[config.mk]
export PLATFORM = sky130hd
export DESIGN_NAME = tau_naf_with_zero_check_unit
export DESIGN_NICKNAME = d
export VERILOG_FILES = /design/src/tnz_pkg.sv /design/src/tau_naf_with_zero_check_unit.sv /design/src/tnz_step.sv /design/src/tnz_check.sv
export SDC_FILE = /design/constraint.sdc
export NUM_CORES = 1
export LEC_CHECK = 0
export ABC_AREA = 1
export ABC_CLOCK_PERIOD_IN_PS = 13000
export BUFFER_PORTS_ARGS = -buffer_cell sky130_fd_sc_hd__buf_2
export CAP_MARGIN = 5
export CORE_MARGIN = 4
export CORE_UTILIZATION = 38
export DETAILED_ROUTE_END_ITERATION = 10
export MAX_ROUTING_LAYER = met4
export PLACE_DENSITY = 0.58
export SLEW_MARGIN = 5
export SYNTH_ARGS = -nofsm -noshare
export SYNTH_HDL_FRONTEND = slang
export SYNTH_SLANG_ARGS = --single-unit
[constraint.sdc]
create_clock -name aclk -period 13 [get_ports aclk]
set_input_delay 1.3 -clock aclk [delete_from_list [all_inputs] [get_ports aclk]]
set_output_delay 1.3 -clock aclk [all_outputs]
set_load 0.1 [all_outputs]
[src/tnz_pkg.sv]
`timescale 1ns / 1ps
// ----------------------------------------------------------------------------
// tnz_pkg: shared types and constants for the tau-NAF converter
// Field widths, digit codes, channel payload structs and the control
// structs that pass between the sequencer and its helper units.
// ----------------------------------------------------------------------------
package tnz_pkg;

    localparam int INPUT_WIDTH = 16;
    localparam int MAX_DIGITS  = 40;
    // The remainder grows by at most two bits over the conversion.
    localparam int REM_W       = INPUT_WIDTH + 2;
    localparam int IDX_W       = 6;
    localparam int CNT_W       = 6;
    localparam int TALLY_W     = 16;
    localparam int DIGIT_W     = 2;

    localparam logic [TALLY_W-1:0] TALLY_MAX = {TALLY_W{1'b1}};
    localparam logic [IDX_W:0]     MAX_DIGITS_W = (IDX_W + 1)'(MAX_DIGITS);

    localparam logic signed [DIGIT_W-1:0] DIGIT_ZERO = 2'sb00;
    localparam logic signed [DIGIT_W-1:0] DIGIT_POS  = 2'sb01;
    localparam logic signed [DIGIT_W-1:0] DIGIT_NEG  = 2'sb11;

    typedef struct packed {
        logic signed [INPUT_WIDTH-1:0] real_part;
        logic signed [INPUT_WIDTH-1:0] tau_part;
    } in_t;

    typedef struct packed {
        logic signed [DIGIT_W-1:0] digit;
        logic [IDX_W-1:0]          digit_index;
        logic                      last;
        logic                      empty_res;
        logic [CNT_W-1:0]          zero_total;
        logic                      fault_detected;
        logic [TALLY_W-1:0]        fault_tally;
    } out_t;

    typedef enum logic {
        ST_IDLE,
        ST_RUN
    } state_t;

    // One remainder update: the digit taken off and the remainder divided by tau.
    typedef struct packed {
        logic signed [DIGIT_W-1:0] dig;
        logic                      dig_zero;
        logic signed [REM_W-1:0]   real_next;
        logic signed [REM_W-1:0]   tau_next;
        logic                      rem_done;
    } step_res_t;

    typedef struct packed {
        logic clear;
        logic step;
        logic dig_zero;
        logic fin;
    } chk_ctrl_t;

    typedef struct packed {
        logic [CNT_W-1:0]   gen_next;
        logic               fault;
        logic [TALLY_W-1:0] tally_cur;
        logic [TALLY_W-1:0] tally_upd;
    } chk_stat_t;

endpackage

[src/tau_naf_with_zero_check_unit.sv]
`timescale 1ns / 1ps
// ----------------------------------------------------------------------------
// tau_naf_with_zero_check_unit: tau-NAF converter with zero-count check
// Converts r0 + r1*tau (mu = 1) into tau-NAF digits, least significant first,
// one result beat per digit, with a coherency check on the zero digits.
// ----------------------------------------------------------------------------
//  Channel   Dir   Handshake           Payload
//  s_        in    s_valid / s_ready   in_t  : real_part, tau_part
//  m_        out   m_valid / m_ready   out_t : one digit per beat
//
//  An input beat is accepted in ST_IDLE; then the step unit makes one digit
//  per cycle while the output register is free, up to MAX_DIGITS digits per
//  item. A zero input gives one empty beat.
//  s_ready is high only between items; the next item may be taken while the
//  final result beat still waits in the output register.
//  A stall on m_ready holds the step unit until the output register frees.
//  Reset is synchronous, active low, and clears control state and the tally.
// ----------------------------------------------------------------------------
module tau_naf_with_zero_check_unit (
    input  logic          aclk,
    input  logic          aresetn,
    input  logic          s_valid,
    output logic          s_ready,
    input  tnz_pkg::in_t  s_data,
    output logic          m_valid,
    input  logic          m_ready,
    output tnz_pkg::out_t m_data
);
    import tnz_pkg::*;

    state_t                  state_reg, state_next;
    logic signed [REM_W-1:0] rem_real_reg, rem_real_next;
    logic signed [REM_W-1:0] rem_tau_reg,  rem_tau_next;
    logic [IDX_W-1:0]        pos_reg, pos_next;
    logic                    m_valid_reg, m_valid_next;
    out_t                    out_reg, out_next;

    step_res_t  step_res;
    chk_ctrl_t  chk_ctrl;
    chk_stat_t  chk_stat;

    logic       in_beat;
    logic       out_free;
    logic       rem_zero;
    logic       fin;

    tnz_step u_step (
        .rem_real (rem_real_reg),
        .rem_tau  (rem_tau_reg),
        .res      (step_res)
    );

    tnz_check u_check (
        .aclk    (aclk),
        .aresetn (aresetn),
        .ctrl    (chk_ctrl),
        .stat    (chk_stat)
    );

    assign s_ready = (state_reg == ST_IDLE);
    assign m_valid = m_valid_reg;
    assign m_data  = out_reg;

    always_comb begin
        in_beat  = s_valid && s_ready;
        out_free = !m_valid_reg || m_ready;
        rem_zero = (rem_real_reg == '0) && (rem_tau_reg == '0);
        fin      = step_res.rem_done || (({1'b0, pos_reg} + 1'b1) >= MAX_DIGITS_W);

        state_next    = state_reg;
        rem_real_next = rem_real_reg;
        rem_tau_next  = rem_tau_reg;
        pos_next      = pos_reg;
        m_valid_next  = m_valid_reg && !m_ready;
        out_next      = out_reg;

        chk_ctrl.clear    = 1'b0;
        chk_ctrl.step     = 1'b0;
        chk_ctrl.dig_zero = step_res.dig_zero;
        chk_ctrl.fin      = fin;

        case (state_reg)
            ST_IDLE: begin
                if (in_beat) begin
                    rem_real_next  = REM_W'(s_data.real_part);
                    rem_tau_next   = REM_W'(s_data.tau_part);
                    pos_next       = '0;
                    chk_ctrl.clear = 1'b1;
                    state_next     = ST_RUN;
                end
            end
            ST_RUN: begin
                if (out_free) begin
                    m_valid_next = 1'b1;
                    if (rem_zero) begin
                        // Only reachable on the first step: the zero input.
                        out_next.digit          = DIGIT_ZERO;
                        out_next.digit_index    = '0;
                        out_next.last           = 1'b1;
                        out_next.empty_res      = 1'b1;
                        out_next.zero_total     = '0;
                        out_next.fault_detected = 1'b0;
                        out_next.fault_tally    = chk_stat.tally_cur;
                        state_next              = ST_IDLE;
                    end else begin
                        chk_ctrl.step           = 1'b1;
                        out_next.digit          = step_res.dig;
                        out_next.digit_index    = pos_reg;
                        out_next.last           = fin;
                        out_next.empty_res      = 1'b0;
                        out_next.zero_total     = fin ? chk_stat.gen_next : '0;
                        out_next.fault_detected = fin && chk_stat.fault;
                        out_next.fault_tally    = fin ? chk_stat.tally_upd
                                                      : chk_stat.tally_cur;
                        rem_real_next           = step_res.real_next;
                        rem_tau_next            = step_res.tau_next;
                        pos_next                = pos_reg + 1'b1;
                        if (fin) begin
                            state_next = ST_IDLE;
                        end
                    end
                end
            end
            default: begin
                state_next = ST_IDLE;
            end
        endcase
    end

    always_ff @(posedge aclk) begin
        if (!aresetn) begin
            state_reg   <= ST_IDLE;
            m_valid_reg <= 1'b0;
        end else begin
            state_reg   <= state_next;
            m_valid_reg <= m_valid_next;
        end
    end

    always_ff @(posedge aclk) begin
        rem_real_reg <= rem_real_next;
        rem_tau_reg  <= rem_tau_next;
        pos_reg      <= pos_next;
        out_reg      <= out_next;
    end

`ifndef NO_ASSERTIONS
    a_in_starts_run: assert property (@(posedge aclk) disable iff (!aresetn)
        s_valid && s_ready |=> state_reg == ST_RUN)
        else $error("accepted input did not start a conversion");

    a_mid_beat_in_run: assert property (@(posedge aclk) disable iff (!aresetn)
        m_valid && !m_data.last |-> state_reg == ST_RUN)
        else $error("conversion ended without a last beat");

    a_empty_shape: assert property (@(posedge aclk) disable iff (!aresetn)
        m_valid && m_data.empty_res |->
            m_data.last && m_data.digit == DIGIT_ZERO && m_data.digit_index == '0)
        else $error("empty result beat is malformed");

    a_totals_on_last: assert property (@(posedge aclk) disable iff (!aresetn)
        m_valid && !m_data.last |-> m_data.zero_total == '0 && !m_data.fault_detected)
        else $error("totals reported before the last beat");

    a_counts_agree: assert property (@(posedge aclk) disable iff (!aresetn)
        m_valid && m_data.last |-> !m_data.fault_detected)
        else $error("zero counts disagree");
`endif

endmodule

[src/tnz_step.sv]
`timescale 1ns / 1ps
// ----------------------------------------------------------------------------
// tnz_step: tau-NAF digit and remainder update unit
// Picks the next digit from the remainder, removes it and divides the
// remainder by tau (tau^2 = tau - 2). Used once per digit by the sequencer.
// ----------------------------------------------------------------------------
module tnz_step (
    input  logic signed [tnz_pkg::REM_W-1:0] rem_real,
    input  logic signed [tnz_pkg::REM_W-1:0] rem_tau,
    output tnz_pkg::step_res_t               res
);
    import tnz_pkg::*;

    logic signed [REM_W-1:0] even_real;
    logic signed [REM_W-1:0] half_real;
    logic signed [DIGIT_W-1:0] dig;

    // For odd r0 the value (r0 - 2*r1) mod 4 is 1 or 3, set by r0[1] xor r1[0].
    always_comb begin
        if (rem_real[0]) begin
            dig = (rem_real[1] ^ rem_tau[0]) ? DIGIT_NEG : DIGIT_POS;
        end else begin
            dig = DIGIT_ZERO;
        end
        even_real = rem_real - REM_W'(dig);
        half_real = even_real >>> 1;
        res.dig       = dig;
        res.dig_zero  = ~rem_real[0];
        res.real_next = rem_tau + half_real;
        res.tau_next  = -half_real;
        res.rem_done  = (res.real_next == '0) && (res.tau_next == '0);
    end

endmodule

[src/tnz_check.sv]
`timescale 1ns / 1ps
// ----------------------------------------------------------------------------
// tnz_check: zero-digit coherency check and fault tally
// Keeps the generated and the emitted zero counts, compares them on the
// final digit and keeps a saturating tally of mismatches.
// ----------------------------------------------------------------------------
module tnz_check (
    input  logic                aclk,
    input  logic                aresetn,
    input  tnz_pkg::chk_ctrl_t  ctrl,
    output tnz_pkg::chk_stat_t  stat
);
    import tnz_pkg::*;

    logic [CNT_W-1:0]   gen_reg,   gen_next;
    logic [CNT_W-1:0]   seen_reg,  seen_next;
    logic [TALLY_W-1:0] tally_reg, tally_next;
    logic [TALLY_W-1:0] tally_upd;
    logic               fault;

    always_comb begin
        gen_next  = gen_reg + CNT_W'(ctrl.dig_zero);
        seen_next = seen_reg + CNT_W'(ctrl.dig_zero);
        fault     = (gen_next != seen_next);
        tally_upd = (fault && (tally_reg != TALLY_MAX)) ? tally_reg + 1'b1 : tally_reg;
        tally_next = (ctrl.step && ctrl.fin) ? tally_upd : tally_reg;
        stat.gen_next  = gen_next;
        stat.fault     = fault;
        stat.tally_cur = tally_reg;
        stat.tally_upd = tally_upd;
    end

    always_ff @(posedge aclk) begin
        if (!aresetn) begin
            gen_reg   <= '0;
            seen_reg  <= '0;
            tally_reg <= '0;
        end else begin
            tally_reg <= tally_next;
            if (ctrl.clear) begin
                gen_reg  <= '0;
                seen_reg <= '0;
            end else if (ctrl.step) begin
                gen_reg  <= gen_next;
                seen_reg <= seen_next;
            end
        end
    end

endmodule
==> reports/metrics.cfg, run 1 <==
[die]
io_pins=71
die_y_um=147.7
initial_core_util=0.3914
dieArea_um2=21820
core.rowCount=50
die_w_um=147.7
core_area_um2=18960

[sta]
setup_viol=0
hold_viol_final=0
slew_headroom=0.3213
fmax_ghz=0.1829
worst_pin_slew_ns=1.014
tns_ns=0
slew_viol_final=0
rsz0062_at_grt=false
period_minus_slack_ns=5.468
post-route-period-util=0.4206
clock_skew_ns=0.01354

[clock_network]
clock_latency_ns=0.36
cts_buffers=9
post_cts_buffers=0
cts.sinks=105
clk_pin_slew_ns=0.08
cts_resized=0
h-tree-depth=3
cts_root_buffer=clkbuf_16
cts_hold_buf=0
cts_buffer_depth=2
cts_tree=built

[global_routing]
grt.busiest_layer=met2
grt_overflow=0
antenna_found_initial=0
grt_max_degree=59
grt_util_met2=0.2849
grt_pass1_vias=6247
use_met1=0.2587
grt_pass1_wl_um=31770
grt_use_total=0.1848
globalRouteMet3Util=0.03188

[routing]
num_vias=6571
drt_iter0_markers=441
drt_first_pass_iters=4
drc=0
vias_per_cell=4.896
finalWirelength_um=19630
postRouteAntennaNets=0
wl_per_cell_um=14.63

[outcome]
outcome=complete, no violations

[layout]
syn_to_final_growth_pct=11.99
diodes=0
drive_gt1_frac=0.1155
largest_reg_flops=33
final_nets=1154
post-route-util=0.4383
fill_cells=1987

[hold_path]
hold_start=u_check.tally_reg[6]$_SDFFE_PN0P_
holdPathEnd=u_check.tally_reg[6]$_SDFFE_PN0P_
holdPathStages=2
hold_path_class=reg -> reg

[power_and_ir_drop]
p_comb_frac=0.623
p_seq_frac=0.232
swShare=0.5233
power.switching_mw=1.036
leakagePower_nw=3.805
clkPwrFrac=0.145
intPower_uw=943.6
power.density_nw_per_um2=238.3
peakVddDrop_mv=0.09988

[critical_path]
path_class=reg -> reg
cp_max_fo=34
slowest_stage=edfxtp_1
r2r_setup_slack_ns=7.53
endpoint_kind=register
r2r-start=rem_tau_reg[0]$_DFFE_PP_
crit_buf_inv=5
crit_path_max_incr_delay_ns=0.49
ff2ff_path_depth=33
path_delay_family=simple AND/OR/NAND/NOR gates
crit_required_ns=13.12
cp.arrival_ns=5.59
worst_setup_path_start_kind=register
r2r-end=m_data[2]$_DFFE_PP_
cpMostUsedCell=nand2_1

[placement]
gp_congestion=0.8998
dp_hpwl_um=15330
port_buffers=70

[yosys]
async_flop_share=0
yosys.cell_types.count=38
syn-mean-instance-area_um2=7.302
netlist_area_um2=7418
synth-seq-cells=105
synthFlopType=edfxtp_1
ys_seq_area_frac=0.3846
syn_inst=1016
yosysWarnings=0
synth_edf_count=75
synthesis.nets=1093

[run]
cap_violations=0

-- cell usage after synthesis (all sizes together), types with 2 or more instances --
cell type  instances  area share
xor2              30       0.036
nor2             104       0.055
nand3b            10       0.010
ha                40       0.067
inv              124       0.063
nor4              10      0.0084
clkbuf            17      0.0086
nand4             19       0.016
xnor2              7      0.0083
nor3              12      0.0088
nor3b              2      0.0020
nand2            294        0.15
a31oi              6      0.0051
nand3             85       0.061
o21ai             67       0.045
a21oi             65       0.045
dfxtp             30       0.081
or2                2      0.0017
buf                6      0.0074
edfxtp            75        0.30
and2               6      0.0051
-- stage by stage --
| step | instances | total power, mW | setup slack [ns] | cell area (um^2) | hold slack [ns] |
|---|---|---|---|---|---|
| global placement | 1326 | 1.702 | 7.469 | 8008 | 0.4512 |
| global route | 1342 | 2.177 | 6.730 | 8308 | 0.4818 |
| detailed placement | 1326 | 1.688 | 7.476 | 8008 | 0.4537 |
| CTS | 1342 | 1.977 | 7.496 | 8308 | 0.4656 |
| floorplan | 1016 | 1.381 | 8.429 | 7418 | 0.4401 |
| finish | 1342 | 1.979 | 7.532 | 8308 | 0.4621 |
-- layout make-up --
class | instances | area (um^2) | area share
clock inverters | 6 | 71.32 | 0.008584
multi-input cells | 763 | 3988 | 0.4800
well taps | 260 | 325.3 | 0.03916
inverters | 125 | 469.2 | 0.05648
flip-flops and latches | 105 | 2853 | 0.3434
repair buffers | 73 | 372.9 | 0.04488
clock buffers | 10 | 229.0 | 0.02756
-- layer usage --
layer / up-vias / part of all wire
li1: 3483 / -
met1: 2963 / 0.49
met2: 111 / 0.46
met3: 14 / 0.042
met4: 0 / 0.0099
met5: - / 0
-- worst max-delay path by stage --
| stage | start | end | slack (ns) | cells past startpoint |
|---|---|---|---|---|
| 5_1_grt | rem_tau_reg[0]$_DFFE_PP_ | m_data[2]$_DFFE_PP_ | 6.73 | 33 |
| 2_1_floorplan | m_ready | pos_reg[0]$_SDFFCE_PN0P_ | 8.43 | 4 |
| 6_report | rem_tau_reg[0]$_DFFE_PP_ | m_data[2]$_DFFE_PP_ | 7.53 | 33 |
| 3_5_place_dp | rem_tau_reg[0]$_DFFE_PP_ | m_data[2]$_DFFE_PP_ | 7.48 | 31 |
| 3_3_place_gp | rem_tau_reg[0]$_DFFE_PP_ | m_data[2]$_DFFE_PP_ | 7.47 | 33 |
| 4_1_cts | rem_tau_reg[0]$_DFFE_PP_ | m_data[2]$_DFFE_PP_ | 7.50 | 31 |
-- worst min-delay path: stages, from the launching register on --
cell and delay [ns]:
dfxtp_1 0.31, nand2_1 0.06, a21oi_1 0.05
-- cells by family (layout without fill, tap and decap cells) --
group | count (synthesis) | in the layout | share of synthesized area
xor+xnor | 37 | 37 | 0.04470
compound gates | 141 | 141 | 0.09867
simple gates | 544 | 544 | 0.3226
buf+inv | 148 | 214 | 0.07927
flops | 105 | 105 | 0.3846
fa+ha+maj | 41 | 41 | 0.07016
-- power groups by stage --
stage               Sequential, mW  Clock, mW  Combinational, mW
CTS                          0.459      0.291               1.23
finish                       0.459      0.286               1.23
detailed placement           0.466          0               1.22
global placement             0.467          0               1.24
floorplan                    0.516          0              0.865
global route                 0.464      0.308               1.41
-- placed cells by master, fill, tap and decap left out, drive strengths merged, types with 6 or more instances in the layout --
cell type  netlist  final
nand4           19     19
nand3b          10     10
xor2            30     30
ha              40     40
a31oi            6      6
o21ai           67     67
dfxtp           30     30
xnor2            7      7
a21oi           65     65
buf              6     73
nor4            10     10
clkbuf          17     10
nand2          294    294
edfxtp          75     75
nand3           85     85
inv            124    129
and2             6      6
nor3            12     12
nor2           104    104
No activity file was read; power rests on OpenSTA's default activity.
==> run 2: changes to the inputs <==
ABC_CLOCK_PERIOD_IN_PS = 4700   (was 13000)
PLACE_DENSITY = 0.6   (was 0.58)
clock period = 4.7 ns   (was 13 ns; I/O delays follow)
==> run 2 against run 1 <==
Global-route usage is 0.83 points higher. Via count up 11%. Total power rose to 4.1 times the previous value. Sequential share of layout area shrank 6.4 points. Cell area up 23%.
==> reports/metrics.cfg, run 2 (synthesis results as in run 1) <==
[critical_path]
cp_max_fo=9
crit_path_max_incr_delay_ns=0.42
worst_setup_path_start_kind=register
cp.arrival_ns=4.76
slowest_stage=edfxtp_1
cpMostUsedCell=nand2_1
endpoint_kind=register
path_class=reg -> reg
crit_required_ns=4.82

[power_and_ir_drop]
p_comb_frac=0.741
power.density_nw_per_um2=792.7
p_seq_frac=0.160
leakagePower_nw=4.422
clkPwrFrac=0.099
intPower_mw=4.150
power.switching_mw=3.945
swShare=0.4874
peakVddDrop_mv=0.3694

[global_routing]
grt_max_degree=58
grt_use_total=0.1931
grt_pass1_wl_um=33270
grt_overflow=0
grt_pass1_vias=6705
antenna_found_initial=0

[hold_path]
hold_path_class=in -> reg

[routing]
finalWirelength_um=22580
postRouteAntennaNets=0
vias_per_cell=5.084
drt_first_pass_iters=6
wl_per_cell_um=15.74
drc=0
drt_iter0_markers=556
num_vias=7290

[clock_network]
clock_latency_ns=0.36
cts.sinks=105
cts_buffer_depth=2
cts_buffers=9
cts_root_buffer=clkbuf_16
cts_tree=built
h-tree-depth=3
clk_pin_slew_ns=0.08

[placement]
gp_congestion=0.9342
dp_hpwl_um=15760
post_dp_cell_area_um2=8451
port_buffers=70

[die]
core_area_um2=18960
die_y_um=147.7
core.rowCount=50
die_w_um=147.7
initial_core_util=0.3914
dieArea_um2=21820
io_pins=71

[layout]
fin_area_um2=10210
multiInputGateArea_um2=5062
diodes=0
seq_area_um2=2853
final_nets=1246
drive_gt1_frac=0.3560
largest_reg_flops=33
fill_cells=1729
syn_to_final_growth_pct=37.64
final_common_cell=nand2_1
layout_common_cells=nand2_1, inv_1, buf_4

[sta]
period_minus_slack_ns=4.638
post-route-period-util=0.9869
slew_headroom=0.2760
setup_viol=0
clock_skew_ns=0.01062
worst_pin_slew_ns=1.082
rsz0062_at_grt=true
slew_viol_final=0
tns_ns=0
hold_viol_final=0
fmax_ghz=0.2156

[outcome]
outcome=complete, no violations

[run]
cap_violations=0

run 2: metal layers:
layer | up-vias | wire length, um | track usage
met5 | - | 0 | -
met4 | 0 | 463 | 0.05499
met3 | 37 | 960 | 0.02544
met2 | 173 | 10990 | 0.3127
met1 | 3403 | 10170 | 0.2552
li1 | 3677 | - | -
run 2: path summary, 6_finish.rpt:
check | startpoint | endpoint | slack, ns | cells past startpoint
setup / recovery | rem_real_reg[1]$_DFFE_PP_ | m_data[13]$_DFFE_PP_ | 0.06 | 33
hold / removal | s_data[27] | rem_real_reg[11]$_DFFE_PP_ | 0.38 | 3
hold reg to reg | u_check.tally_reg[6]$_SDFFE_PN0P_ | u_check.tally_reg[6]$_SDFFE_PN0P_ | 0.48 | 2
setup reg to reg | rem_real_reg[1]$_DFFE_PP_ | m_data[13]$_DFFE_PP_ | 0.06 | 33
run 2: power groups by stage:
stage	registers [mW]	clock network (mW)	logic [mW]
finish	1.30	0.799	6.00
floorplan	1.43	0	2.39
global placement	1.29	0	3.97
global route	1.31	0.852	6.49
CTS	1.28	0.813	4.46
detailed placement	1.29	0	3.95
run 2: per-stage QoR:
step                worst slack, ns  instances  total power [mW]    util  hold WS [ns]
CTS                        0.001011       1407             6.557  0.4813        0.3776
global route                -0.2118       1434             8.649  0.5387        0.3943
finish                      0.06180       1434             8.095  0.5387        0.3829
floorplan                    0.4153       1016             3.818       -        0.4401
detailed placement          -0.1467       1380             5.239  0.4458        0.4556
global placement            -0.1414       1380             5.263  0.4458        0.4472
run 2: cell type report:
class | count | area share
Tap cell | 260 | 0.03186
Multi-Input combinational cell | 763 | 0.4958
Clock buffer | 10 | 0.02451
Timing Repair Buffer | 164 | 0.1158
Inverter | 125 | 0.04644
Timing Repair inverter | 1 | 0.0007352
Sequential cell | 105 | 0.2794
Clock inverter | 6 | 0.005514
run 2: worst max-delay path, delay by kind of cell (launching register included):
family	cells	cell delay, ns
flip-flops	1	0.42
buffers and inverters	6	0.58
adder cells (fa/ha/maj)	2	0.71
AO/OA/AOI/OAI	1	0.04
AND/OR/NAND/NOR	24	2.65
run 2: timing repair:
| item | 4_1_cts | 5_1_grt |
|---|---|---|
| setup buffers | 10 | 27 |
| gates cloned | 1 | 2 |
| endpoints found under the setup margin | 41 | 41 |
| pin swaps | 14 | 81 |
| resized for setup | 50 | 222 |
| hold buffers | 0 | 0 |
